File: src/rtl/ppd_pkg.sv
package ppd_pkg;

    localparam logic [3:0] PKT_PIX_A = 4'hA;
    localparam logic [3:0] PKT_PIX_B = 4'hB;
    localparam logic [3:0] PKT_TRIG  = 4'h5;

    localparam logic KIND_PIXEL   = 1'b0;
    localparam logic KIND_TRIGGER = 1'b1;

    localparam int COARSE_W = 16;
    localparam int RAW_W    = 30;
    localparam int WRAP_W   = 34;

    typedef struct packed {
        logic                has_result;
        logic                kind;
        logic [7:0]          col_x;
        logic [7:0]          row_y;
        logic [3:0]          fine_toa;
        logic [9:0]          over_threshold;
        logic [13:0]         arrival;
        logic [COARSE_W-1:0] coarse;
        logic [RAW_W-1:0]    raw;
        logic [14:0]         internal_trigger;
        logic [14:0]         external_trigger;
    } dec_t;

    typedef struct packed {
        logic              wrapped;
        logic [WRAP_W-1:0] count;
        logic [WRAP_W-1:0] count_next;
    } wrap_t;

endpackage

File: src/rtl/pixel_packet_decoder_time_unfold.sv
// The input word is decoded from the input register; its result is loaded
// into the result register when the word advances, which a held result stalls.
// Throughput: one word per cycle unless a held result stalls; decode, wrap
// compare and increment sit in one stage between input and result registers.
// Words of unknown type are consumed and give no result.
// Reset (aresetn low, synchronous) empties both registers and clears the
// last coarse counter and the wrap count.
module pixel_packet_decoder_time_unfold
    import ppd_pkg::*;
(
    input  logic        aclk,
    input  logic        aresetn,
    input  logic        s_valid,
    output logic        s_ready,
    input  logic [63:0] s_packet,
    output logic        m_valid,
    input  logic        m_ready,
    output logic        m_kind,
    output logic [7:0]  m_col_x,
    output logic [7:0]  m_row_y,
    output logic [3:0]  m_fine_toa,
    output logic [9:0]  m_over_threshold,
    output logic [13:0] m_arrival,
    output logic [63:0] m_stamp,
    output logic [14:0] m_internal_trigger,
    output logic [14:0] m_external_trigger,
    output logic        m_unfolded
);

    logic        in_valid_reg, in_valid_next;
    logic [63:0] packet_reg;
    logic        out_valid_reg, out_valid_next;
    logic        advance;
    logic        load_result;
    dec_t        dec;
    wrap_t       wrap;

    logic        kind_reg;
    logic [7:0]  col_x_reg;
    logic [7:0]  row_y_reg;
    logic [3:0]  fine_toa_reg;
    logic [9:0]  over_threshold_reg;
    logic [13:0] arrival_reg;
    logic [63:0] stamp_reg;
    logic [14:0] internal_trigger_reg;
    logic [14:0] external_trigger_reg;
    logic        unfolded_reg;

    ppd_decode u_decode (
        .packet (packet_reg),
        .dec    (dec)
    );

    ppd_unfold u_unfold (
        .aclk    (aclk),
        .aresetn (aresetn),
        .update  (load_result),
        .coarse  (dec.coarse),
        .wrap    (wrap)
    );

    assign advance     = in_valid_reg && (!out_valid_reg || m_ready);
    assign load_result = advance && dec.has_result;
    assign s_ready     = !in_valid_reg || advance;

    always_comb begin
        in_valid_next = in_valid_reg;
        if (s_valid && s_ready) begin
            in_valid_next = 1'b1;
        end else if (advance) begin
            in_valid_next = 1'b0;
        end
        out_valid_next = out_valid_reg;
        if (advance) begin
            out_valid_next = dec.has_result;
        end else if (m_ready) begin
            out_valid_next = 1'b0;
        end
    end

    always_ff @(posedge aclk) begin
        if (!aresetn) begin
            in_valid_reg  <= 1'b0;
            out_valid_reg <= 1'b0;
        end else begin
            in_valid_reg  <= in_valid_next;
            out_valid_reg <= out_valid_next;
        end
    end

    always_ff @(posedge aclk) begin
        if (s_valid && s_ready) begin
            packet_reg <= s_packet;
        end
        if (load_result) begin
            kind_reg             <= dec.kind;
            col_x_reg            <= dec.col_x;
            row_y_reg            <= dec.row_y;
            fine_toa_reg         <= dec.fine_toa;
            over_threshold_reg   <= dec.over_threshold;
            arrival_reg          <= dec.arrival;
            stamp_reg            <= {wrap.count_next, dec.raw};
            internal_trigger_reg <= dec.internal_trigger;
            external_trigger_reg <= dec.external_trigger;
            unfolded_reg         <= wrap.wrapped;
        end
    end

    assign m_valid            = out_valid_reg;
    assign m_kind             = kind_reg;
    assign m_col_x            = col_x_reg;
    assign m_row_y            = row_y_reg;
    assign m_fine_toa         = fine_toa_reg;
    assign m_over_threshold   = over_threshold_reg;
    assign m_arrival          = arrival_reg;
    assign m_stamp            = stamp_reg;
    assign m_internal_trigger = internal_trigger_reg;
    assign m_external_trigger = external_trigger_reg;
    assign m_unfolded         = unfolded_reg;

    // held result is never overwritten
    a_no_overwrite: assert property (@(posedge aclk) disable iff (!aresetn)
        (out_valid_reg && !m_ready) |-> !advance)
        else $error("result register overwritten while stalled");

    a_result_shows: assert property (@(posedge aclk) disable iff (!aresetn)
        load_result |=> m_valid)
        else $error("loaded result not presented");

    // without a wrap the offset is the count held before the word
    a_offset_kept: assert property (@(posedge aclk) disable iff (!aresetn)
        (load_result && !wrap.wrapped) |=>
            (m_stamp[63:30] == $past(wrap.count) && !m_unfolded))
        else $error("wrap offset changed without a wrap");

    a_offset_step: assert property (@(posedge aclk) disable iff (!aresetn)
        (load_result && wrap.wrapped) |=>
            (m_stamp[63:30] == $past(wrap.count) + WRAP_W'(1) && m_unfolded))
        else $error("wrap offset did not advance by one");

endmodule

File: src/rtl/ppd_decode.sv
module ppd_decode
    import ppd_pkg::*;
(
    input  logic [63:0] packet,
    output dec_t        dec
);

    always_comb begin
        dec = '0;
        unique case (packet[63:60]) inside
            PKT_PIX_A, PKT_PIX_B: begin
                dec.has_result     = 1'b1;
                dec.kind           = KIND_PIXEL;
                dec.col_x          = {packet[59:53], packet[46]};
                dec.row_y          = {packet[52:47], packet[45:44]};
                dec.fine_toa       = packet[19:16];
                dec.over_threshold = packet[29:20];
                dec.arrival        = packet[43:30];
                dec.coarse         = packet[15:0];
                dec.raw            = {packet[15:0], packet[43:30]};
            end
            PKT_TRIG: begin
                dec.has_result       = 1'b1;
                dec.kind             = KIND_TRIGGER;
                dec.coarse           = packet[29:14];
                dec.raw              = packet[29:0];
                dec.internal_trigger = packet[59:45];
                dec.external_trigger = packet[44:30];
            end
            default: begin
                dec = '0;
            end
        endcase
    end

endmodule

File: src/rtl/ppd_unfold.sv
module ppd_unfold
    import ppd_pkg::*;
(
    input  logic                aclk,
    input  logic                aresetn,
    input  logic                update,
    input  logic [COARSE_W-1:0] coarse,
    output wrap_t               wrap
);

    logic [COARSE_W-1:0] last_coarse_reg;
    logic [WRAP_W-1:0]   wrap_count_reg;

    always_comb begin
        wrap.wrapped    = coarse < last_coarse_reg;
        wrap.count      = wrap_count_reg;
        wrap.count_next = wrap.wrapped ? wrap_count_reg + WRAP_W'(1) : wrap_count_reg;
    end

    always_ff @(posedge aclk) begin
        if (!aresetn) begin
            last_coarse_reg <= '0;
            wrap_count_reg  <= '0;
        end else if (update) begin
            last_coarse_reg <= coarse;
            wrap_count_reg  <= wrap.count_next;
        end
    end

endmodule

File: config.mk
export PLATFORM = sky130hd
export DESIGN_NAME = pixel_packet_decoder_time_unfold
export DESIGN_NICKNAME = d
export VERILOG_FILES = /design/src/rtl/ppd_pkg.sv /design/src/rtl/pixel_packet_decoder_time_unfold.sv /design/src/rtl/ppd_decode.sv /design/src/rtl/ppd_unfold.sv
export SDC_FILE = /design/constraint.sdc
export NUM_CORES = 1
export LEC_CHECK = 0
export BUFFER_PORTS_ARGS = -buffer_cell sky130_fd_sc_hd__buf_2
export CAP_MARGIN = 20
export CELL_PAD_IN_SITES_DETAIL_PLACEMENT = 0
export CELL_PAD_IN_SITES_GLOBAL_PLACEMENT = 1
export CORE_MARGIN = 5
export CORE_UTILIZATION = 44
export CTS_CLUSTER_SIZE = 16
export DETAILED_ROUTE_END_ITERATION = 7
export GPL_TIMING_DRIVEN = 0
export PLACE_DENSITY_LB_ADDON = 0.1
export SYNTH_ARGS = -nofsm -noshare
export SYNTH_HDL_FRONTEND = slang
export SYNTH_HIERARCHICAL = 1
export SYNTH_SLANG_ARGS = --single-unit
export TNS_END_PERCENT = 100
File: constraint.sdc
create_clock -name aclk -period 9.8 [get_ports aclk]
set_input_delay 0.49 -clock aclk [delete_from_list [all_inputs] [get_ports aclk]]
set_output_delay 0.49 -clock aclk [all_outputs]
set_load 0.01 [all_outputs]
==> results_dict.tcl, run 1 <==
set metrics [dict create \
    drcViolationCount 0 \
    cts_tree "yes" \
    yosys_warnings 6 \
    hold_viol 0 \
    ys_top_cells_by_area "edfxtp_1, dfxtp_1, and2_1" \
    first_pass_iters 4 \
    r2r_cells 14 \
    rows 56 \
    grt_max_degree 65 \
    crit_path_max_fanout 10 \
    drt_wl_total_mm 23.6 \
    peakVddDrop_mv 0.153 \
    tightest_slew_ns 1.23 \
    ys.flop_type "edfxtp_1" \
    ys_types 52 \
    cts_root_buffer "clkbuf_16" \
    timing.rr.start "packet_reg[62]$_DFFE_PP_" \
    vias 6684 \
    max-clock-path-buffers 3 \
    pwr-share-clk_pct 43.8 \
    grt_remaining_overflow 0 \
    initial_core_util_pct 44.5 \
    die_area_mm2 0.0269 \
    holdCritPathClass "input pin to register" \
    dp_cells 1294 \
    finalNonFillerCells 1346 \
    io_pins 210 \
    async_flop_share_pct 0 \
    timing.final.setup_violations 0 \
    syn-num-nets 846 \
    holdPathEnd "packet_reg[9]$_DFFE_PP_" \
    ys_seq_elements 256 \
    yosys.cell_count.top_type "edfxtp_1" \
    route.antenna.remaining_nets 0 \
    synthTopCellsByCount "edfxtp_1, and2_1, dfxtp_1" \
    clock.fmax_mhz 232 \
    combPwrFrac_pct 4.6 \
    avgSynthCellArea_um2 13.7 \
    yosysTopAreaCellShare_pct 58.8 \
    drv_slew 0 \
    syn2layout_area_growth_pct 23.4 \
    routabilityCongestion 0.782 \
    io_buffers 209 \
    grt_use_total_pct 17.3 \
    cts.sinks 256 \
    synth_edf_count 204 \
    grt_first_pass_wirelength_mm 36.5 \
    syn-instance-count 762 \
    timing.reg2reg.setup_slack_ns 5.49 \
    p_seq_share_pct 51.6 \
    drive_gt1_share_pct 29.6 \
    slew_headroom_pct 17.4 \
    grt_antenna_before_repair 1 \
    die_w_um 164 \
    place_ws_ns 5.52 \
    cts_resized 0 \
    first_global_vias 6664 \
    worstSetupPathType "register to register" \
    fin_util_pct 54.9 \
    cp.required_ns 10.07 \
    regToRegEndpoint "m_stamp[40]$_DFFE_PP_" \
    dp_hpwl_mm 16.7 \
    first_iter_violations 311 \
    syn_area_mm2 0.0104 \
    netSwitchingFraction_pct 21.1 \
    cp_data_arrival_time_ns 4.59 \
    cts_hold_buf 0 \
    yosysTopAreaCell "edfxtp_1" \
    design_area_mm2 0.0129 \
    fin_crit_ns 4.31 \
    wl_per_cell_um 17.5 \
    core_mm2 0.0234 \
    p_leak_nw 5.27 \
    yosysSeqAreaShare_pct 68.8 \
    rsz0062_at_grt "no" \
    setup_tns_ns 0 \
    cts.reportedPaths.clkPinSlew_ns 0.06 \
    avgViaCountPerCell 4.97 \
    holdCritStartpoint "s_packet[9]" \
    cts_buffers 28 \
    post_cts_buffers 0 \
    end_kind "register" \
    n_fill_cell 2080 \
    layout_worst_path_cycle_share_pct 44.0 \
    placedInstanceArea_mm2 0.0120 \
    pwr_density_cell_mw_per_mm2 181 \
    htreeDepth 1 \
    nets 1089 \
    internal-power_mw 1.84 \
    die_h_um 164 \
    outcome "completed" \
    hold_depth 1 \
    setup_slack_ns 5.49 \
    startpoint_type "register" \
    clk_latency_ns 0.54 \
    switchingPower_mw 0.491 \
    cap_violations 0 \
    fin_skew_ns 0.0149 \
]
-- metrics by stage --
stage | hold slack, ns | power [mW]
floorplan | 0.460 | 1.29
global placement | 0.474 | 1.33
detailed placement | 0.482 | 1.33
CTS | 0.0975 | 2.36
global route | 0.101 | 2.42
finish | 0.124 | 2.33
-- cell type report --
type / instances / area, um2 / share of cell area, %
flip-flops and latches: 256 / 7170 / 55.7
multi-input cells: 435 / 2870 / 22.3
repair buffers: 213 / 1130 / 8.82
clock buffers: 35 / 727 / 5.65
well taps: 319 / 399 / 3.10
plain buffers: 50 / 313 / 2.43
clock inverters: 16 / 171 / 1.33
inverters: 21 / 78.8 / 0.613
diodes: 1 / 2.50 / 0.0195
-- worst max-delay path: stages, from the launching register on --
cell and delay, ns:
edfxtp_1 0.37, and4bb_1 0.19, buf_4 0.17, buf_6 0.16, a22o_1 0.21, buf_4 0.15, ha_1 0.30, nand4_1 0.17
or3_1 0.46, or4b_2 0.68, clkbuf_1 0.19, nand3_1 0.35, buf_2 0.37, nor2_1 0.10, xor2_1 0.16
-- cell usage in the layout, fill, tap and decap left out, types with 2 or more instances in the layout --
| cell | Yosys | routed |
|---|---|---|
| dfxtp_1 | 52 | 52 |
| and2_1 | 77 | 77 |
| nand2b_1 | 7 | 7 |
| clkinv_2 | 0 | 6 |
| clkbuf_16 | 0 | 28 |
| o31ai_1 | 5 | 5 |
| mux2i_1 | 21 | 21 |
| ha_1 | 16 | 16 |
| buf_12 | 0 | 3 |
| buf_2 | 10 | 219 |
| clkbuf_1 | 14 | 21 |
| or3_4 | 2 | 2 |
| xnor2_1 | 12 | 12 |
| nor4_1 | 4 | 4 |
| nand4_1 | 23 | 23 |
| nor2_1 | 42 | 42 |
| buf_6 | 5 | 5 |
| or4_1 | 8 | 8 |
| clkinvlp_4 | 0 | 2 |
| a22o_1 | 30 | 30 |
| inv_1 | 20 | 20 |
| and3_1 | 5 | 5 |
| or3_1 | 16 | 16 |
| o21ai_0 | 21 | 21 |
| a21oi_1 | 29 | 29 |
| nand3_1 | 19 | 19 |
| buf_4 | 20 | 20 |
| nand2_1 | 38 | 38 |
| xor2_1 | 23 | 23 |
| or3_2 | 4 | 4 |
| bufinv_16 | 0 | 3 |
| o211ai_1 | 2 | 2 |
| nor3_1 | 9 | 9 |
| clkinv_1 | 1 | 4 |
| edfxtp_1 | 204 | 204 |
| nor4b_1 | 2 | 2 |
-- kinds of logic after synthesis --
family,Yosys count,synth area share (%)
AO/OA/AOI/OAI,95,6.08
XOR/XNOR,35,2.94
adder cells (fa/ha/maj),16,1.92
buffers and inverters,71,3.76
flip-flops,256,68.8
multiplexers,21,2.02
AND/OR/NAND/NOR,268,14.5
-- power groups by stage --
stage / Combinational, mW / Sequential [mW] / Clock, mW
after floorplan: 0.0604 / 1.23 / 0
final: 0.107 / 1.20 / 1.02
after CTS: 0.109 / 1.20 / 1.05
after global placement: 0.105 / 1.23 / 0
after detailed placement: 0.108 / 1.22 / 0
after global routing: 0.119 / 1.20 / 1.10
-- how the worst max path moves through the flow --
stage	startpoint	endpoint
6_report	packet_reg[62]$_DFFE_PP_	m_stamp[40]$_DFFE_PP_
5_1_grt	packet_reg[61]$_DFFE_PP_	m_stamp[40]$_DFFE_PP_
4_1_cts	packet_reg[61]$_DFFE_PP_	m_stamp[40]$_DFFE_PP_
3_5_place_dp	packet_reg[62]$_DFFE_PP_	m_stamp[40]$_DFFE_PP_
3_3_place_gp	packet_reg[62]$_DFFE_PP_	u_unfold/wrap_count_reg[29]$_SDFFE_PN0P_
2_1_floorplan	packet_reg[63]$_DFFE_PP_	u_unfold/wrap_count_reg[29]$_SDFFE_PN0P_
-- routing by layer --
layer  routed length, um  global-route usage [%]
met1               10500                    23.2
met2               11400                    29.4
met3                1400                    3.34
met4                 361                    3.93
met5                   0                       0
Power figures use the tool's default switching activity.
==> run 2, diff against run 1 <==
--- a/config.mk
+++ b/config.mk
@@ -5,12 +5,13 @@
 export SDC_FILE = /design/constraint.sdc
 export NUM_CORES = 1
 export LEC_CHECK = 0
+export ABC_AREA = 1
 export BUFFER_PORTS_ARGS = -buffer_cell sky130_fd_sc_hd__buf_2
 export CAP_MARGIN = 20
 export CELL_PAD_IN_SITES_DETAIL_PLACEMENT = 0
 export CELL_PAD_IN_SITES_GLOBAL_PLACEMENT = 1
 export CORE_MARGIN = 5
-export CORE_UTILIZATION = 44
+export CORE_UTILIZATION = 39
 export CTS_CLUSTER_SIZE = 16
 export DETAILED_ROUTE_END_ITERATION = 7
 export GPL_TIMING_DRIVEN = 0
==> constraint.sdc (replaced) <==
create_clock -name aclk -period 3.8 [get_ports aclk]
set_input_delay 0.19 -clock aclk [delete_from_list [all_inputs] [get_ports aclk]]
set_output_delay 0.19 -clock aclk [all_outputs]
set_load 0.01 [all_outputs]
==> results_dict.tcl, run 2 <==
set metrics [dict create \
    synthTopCellsByCount "nand2_1, edfxtp_1, inv_1" \
    setup_tns_ns 0 \
    post_cts_buffers 0 \
    drcViolationCount 0 \
    ys.flop_type "edfxtp_1" \
    peakVddDrop_mv 0.361 \
    route.antenna.remaining_nets 0 \
    synth_edf_count 204 \
    p_leak_nw 6.60 \
    drt_wl_total_mm 29.8 \
    p_total_mw 6.40 \
    first_iter_violations 508 \
    syn-instance-count 1127 \
    yosys.cell_count.top_type "nand2_1" \
    avgViaCountPerCell 4.60 \
    syn2layout_area_growth_pct 30.3 \
    first_pass_iters 5 \
    pwr_density_cell_mw_per_mm2 440 \
    cts.reportedPaths.clkPinSlew_ns 0.06 \
    rsz0062_at_grt "no" \
    syn_area_mm2 0.0112 \
    met3_usage_pct 4.91 \
    cts_tree "yes" \
    startpoint_type "register" \
    clk_latency_ns 0.55 \
    final_common_cell "nand2_1" \
    cts_resized 0 \
    io_pins 210 \
    yosys_warnings 6 \
    grt_max_degree 65 \
    grt_first_pass_wirelength_mm 46.1 \
    top_usage_layer "met2" \
    async_flop_share_pct 0 \
    wl_per_cell_um 16.1 \
    hold_ws_ns 0.344 \
    crit_path_max_fanout 22 \
    vias 8505 \
    mostFrequentLayoutCells "nand2_1, buf_2, edfxtp_1" \
    hold_viol 0 \
    die_h_um 179 \
    die_area_mm2 0.0321 \
    cp.required_ns 4.25 \
    htreeDepth 1 \
    max-clock-path-buffers 3 \
    yosysSeqAreaShare_pct 64.1 \
    nets 1524 \
    ys_types 25 \
    die_w_um 179 \
    outcome "completed" \
    cts_root_buffer "clkbuf_16" \
    worstSetupPathType "register to register" \
    met1_usage_pct 23.9 \
    cts_hold_buf 68 \
    layout_worst_path_cycle_share_pct 84.1 \
    drive_gt1_share_pct 23.7 \
    io_buffers 209 \
    cts.sinks 256 \
    yosysTopAreaCell "edfxtp_1" \
    first_global_vias 8342 \
    grt_remaining_overflow 0 \
    grtUsageMet2_pct 31.1 \
    avgSynthCellArea_um2 9.92 \
    holdCritPathClass "input pin to register" \
    slew_headroom_pct 41.8 \
    routabilityCongestion 0.840 \
    ys_seq_elements 256 \
    cp_data_arrival_time_ns 3.65 \
    ys_top_cells_by_area "edfxtp_1, dfxtp_1, nand2_1" \
    num_antenna_cells 0 \
    core_mm2 0.0285 \
    dp_hpwl_mm 21.9 \
    rows 62 \
    cap_violations 0 \
    tightest_slew_ns 0.873 \
    yosysTopAreaCellShare_pct 54.8 \
    timing.final.setup_violations 0 \
    cts_buffers 29 \
    fin_crit_ns 3.20 \
    drv_slew 0 \
    initial_core_util_pct 39.3 \
    fin_skew_ns 0.0120 \
    grt_antenna_before_repair 0 \
    end_kind "register" \
    grt_use_total_pct 18.5 \
    n_fill_cell 2662 \
    syn-num-nets 1211 \
    clock.fmax_mhz 313 \
]
==> run 2: worst paths after layout <==
path	slack, ns	endpoint	cells past startpoint	startpoint
max	0.60	u_unfold/wrap_count_reg[9]$_SDFFE_PN0P_	12	packet_reg[62]$_DFFE_PP_
min	0.34	packet_reg[5]$_DFFE_PP_	2	s_packet[5]
max reg2reg	0.60	u_unfold/wrap_count_reg[9]$_SDFFE_PN0P_	12	packet_reg[62]$_DFFE_PP_
min reg2reg	0.46	u_unfold/last_coarse_reg[7]$_SDFFE_PN0P_	2	u_unfold/last_coarse_reg[7]$_SDFFE_PN0P_
==> run 2: cell families after synthesis <==
group           Yosys count  synth area share, %
fa+ha+maj                16                 1.79
compound gates           65                 2.97
simple gates            561                 21.9
xor+xnor                 15                 1.18
flops                   256                 64.1
buf+inv                 214                 8.08
==> run 2: metrics by stage <==
| stage | util [%] | std cells | setup WS [ns] | instance area, um2 |
|---|---|---|---|---|
| final | 51.1 | 1847 | 0.603 | 14600 |
| after global routing | 51.1 | 1847 | 0.329 | 14600 |
| after CTS | 51.1 | 1847 | 0.544 | 14600 |
| after detailed placement | 45.5 | 1725 | 0.562 | 13000 |
| after global placement | 45.1 | 1720 | -2.93 | 12800 |
| after floorplan | - | 1127 | -0.853 | 11300 |
==> run 2: layout make-up <==
| type | instances | area (um2) | area share [%] |
|---|---|---|---|
| sequential | 256 | 7170 | 49.2 |
| multi-input combinational | 657 | 3180 | 21.9 |
| timing repair buffer | 282 | 1840 | 12.6 |
| clock buffer | 38 | 759 | 5.22 |
| inverter | 154 | 581 | 3.99 |
| tap | 384 | 480 | 3.30 |
| buffer | 60 | 379 | 2.60 |
| clock inverter | 16 | 168 | 1.15 |
==> run 2: layer usage <==
metal  share of wire, %  wire (um)
met4                2.1        631
met1                 43      12900
met5                  0          0
met2                 47      14100
met3                7.2       2140
==> run 2: report_power, final <==
group	internal [mW]	leakage [nW]	switching, mW
Sequential	3.10	2.48	0.0410
Clock	1.61	0.448	1.13
Combinational	0.195	3.67	0.323
Total	4.91	6.60	1.49
==> run 2: worst max-delay path, cell delays in order, from the launching register on <==
cell      delay (ns)
edfxtp_1        0.38
inv_1           0.11
nand3_1         0.21
buf_2           0.28
nand2_2         0.10
nand2_2         0.07
a21oi_4         0.66
buf_16          0.26
clkbuf_1        0.52
clkbuf_8        0.32
nand3_1         0.09
nand2_1         0.06
inv_1           0.04
==> run 3, diff against run 2 <==
==> constraint.sdc (replaced) <==
create_clock -name aclk -period 2.7 [get_ports aclk]
set_input_delay 0.135 -clock aclk [delete_from_list [all_inputs] [get_ports aclk]]
set_output_delay 0.135 -clock aclk [all_outputs]
set_load 0.01 [all_outputs]
==> results_dict.tcl, run 3 (synthesis gave the netlist of run 2 again) <==
set metrics [dict create \
    cp_data_arrival_time_ns 2.99 \
    drive_gt1_share_pct 34.4 \
    clock.fmax_mhz 372 \
    drv_slew 0 \
    mostFrequentLayoutCells "buf_2, edfxtp_1, nand2_1" \
    die_w_um 179 \
    syn2layout_area_growth_pct 42.1 \
    slew_headroom_pct 42.3 \
    outcome "completed" \
    grt_remaining_overflow 0 \
    p_total_mw 9.61 \
    cp_cell_sequence "nor2_4 > buf_6 > buf_6 > nand3_2 > nand2_4 > ha_4 > a21o_1 > nor2_1 > nand2_2 > clkinv_4 > nand2_8 > buf_12 > clkbuf_16 > nand2_4 > nand2_4" \
    cap_violations 0 \
    netSwitchingFraction_pct 24.7 \
    cts_root_buffer "clkbuf_16" \
    design_area_mm2 0.0159 \
    slowest_stage "edfxtp_1" \
    num_antenna_cells 0 \
    internal-power_mw 7.24 \
    switchingPower_mw 2.37 \
    htreeDepth 1 \
    cp_common_cell "nand2_4" \
    cpPeakStageDelay_ns 0.51 \
    max-clock-path-buffers 3 \
    cp.required_ns 3.00 \
    first_iter_violations 431 \
    tightest_slew_ns 0.866 \
    drcViolationCount 0 \
    fin_util_pct 55.8 \
    rsz0062_at_grt "yes" \
    io_buffers 209 \
    route.antenna.remaining_nets 0 \
    rows 62 \
    peakVddDrop_mv 0.509 \
    avgViaCountPerCell 4.68 \
    cts.sinks 256 \
    grt_use_total_pct 18.7 \
    final_common_cell "buf_2" \
    clk_latency_ns 0.56 \
    first_global_vias 8415 \
    dp_hpwl_mm 21.9 \
    fin_skew_ns 0.0133 \
    cts_buffers 29 \
    io_pins 210 \
    p_seq_share_pct 46.1 \
    holdCritPathClass "input pin to register" \
    nets 1548 \
    startpoint_type "register" \
    die_h_um 179 \
    p_leak_nw 7.02 \
    place_ws_ns -0.538 \
    core_mm2 0.0285 \
    pwr_density_cell_mw_per_mm2 605 \
    grt_max_degree 65 \
    initial_core_util_pct 39.3 \
    combPwrFrac_pct 13.7 \
    cts_tree "yes" \
    pwr-share-clk_pct 40.2 \
    drt_wl_total_mm 31.6 \
    end_kind "register" \
    grt_first_pass_wirelength_mm 46.6 \
    setup_slack_ns 0.0101 \
    vias 8749 \
    placedInstanceArea_mm2 0.0130 \
    hold_ws_ns 0.289 \
    first_pass_iters 5 \
    die_area_mm2 0.0321 \
    fin_crit_ns 2.69 \
    routabilityCongestion 0.840 \
    grt_antenna_before_repair 0 \
    worstSetupPathType "register to register" \
    cts.reportedPaths.clkPinSlew_ns 0.06 \
    timing.final.setup_violations 0 \
    crit_path_max_fanout 6 \
    hold_viol 0 \
    wl_per_cell_um 16.9 \
    layout_worst_path_cycle_share_pct 99.6 \
]
-- run 3: cell count changes in the layout (fill, tap and decap cells not counted), sizes merged --
cell / change
buf: +19
clkbuf: +4
a21oi: +1
clkinvlp: +1
inv: -1
-- run 3: metrics by stage --
| step | instances | TNS [ns] |
|---|---|---|
| 2_1_floorplan | 1127 | -227.89 |
| 6_report | 1871 | 0 |
| 4_1_cts | 1854 | 0 |
| 5_1_grt | 1871 | -4.79 |
| 3_3_place_gp | 1720 | -542.01 |
| 3_5_place_dp | 1725 | -34.40 |
-- run 3: path summary, 6_finish.rpt --
kind	start	cells past startpoint	slack, ns	endpoint
min	s_packet[5]	2	0.29	packet_reg[5]$_DFFE_PP_
min reg2reg	u_unfold/last_coarse_reg[10]$_SDFFE_PN0P_	2	0.46	u_unfold/last_coarse_reg[10]$_SDFFE_PN0P_
max	packet_reg[63]$_DFFE_PP_	15	0.01	m_stamp[62]$_DFFE_PP_
max reg2reg	packet_reg[63]$_DFFE_PP_	15	0.01	m_stamp[62]$_DFFE_PP_
-- run 3: power by group through the flow --
stage,Sequential [mW],Clock (mW),Combinational [mW]
final,4.43,3.86,1.31
after detailed placement,4.51,0,0.660
after global placement,4.51,0,0.643
after floorplan,4.51,0,0.406
after CTS,4.42,3.96,0.795
after global routing,4.44,4.15,1.41
-- run 3: cell type report --
cell class                 instances  area [um2]
timing repair buffer             315        2240
clock inverter                    16         168
multi-input combinational        658        4050
clock buffer                      38         759
sequential                       256        7170
buffer                            50         433
inverter                         154         589
tap                              384         480
fill                            2552       12600
-- run 3: repair_timing --
| item | in CTS | in global routing |
|---|---|---|
| endpoints found under the hold margin | 72 | 0 |
| cloned | 2 | 7 |
| pin swaps | 3 | 40 |
| hold buffers | 68 | 0 |
| resized for setup | 32 | 218 |
| setup buffers | 5 | 20 |
| setup endpoints to repair | 85 | 78 |
-- run 3: worst max-delay path, delay by kind of cell (launching register included) --
kind / cells / cell delay (ns)
AOI/OAI and AO/OA: 1 / 0.17
and+or+nand+nor: 8 / 0.85
buffers and inverters: 5 / 0.68
DFF: 1 / 0.51
adders and majority gates: 1 / 0.21
-- run 3: per-layer routing --
layer	up-vias	part of all wire, %	track usage, %
li1	4382	-	-
met1	4106	43	24.3
met2	217	48	31.5
met3	44	6.7	4.91
met4	0	2.2	4.44
met5	-	0	0
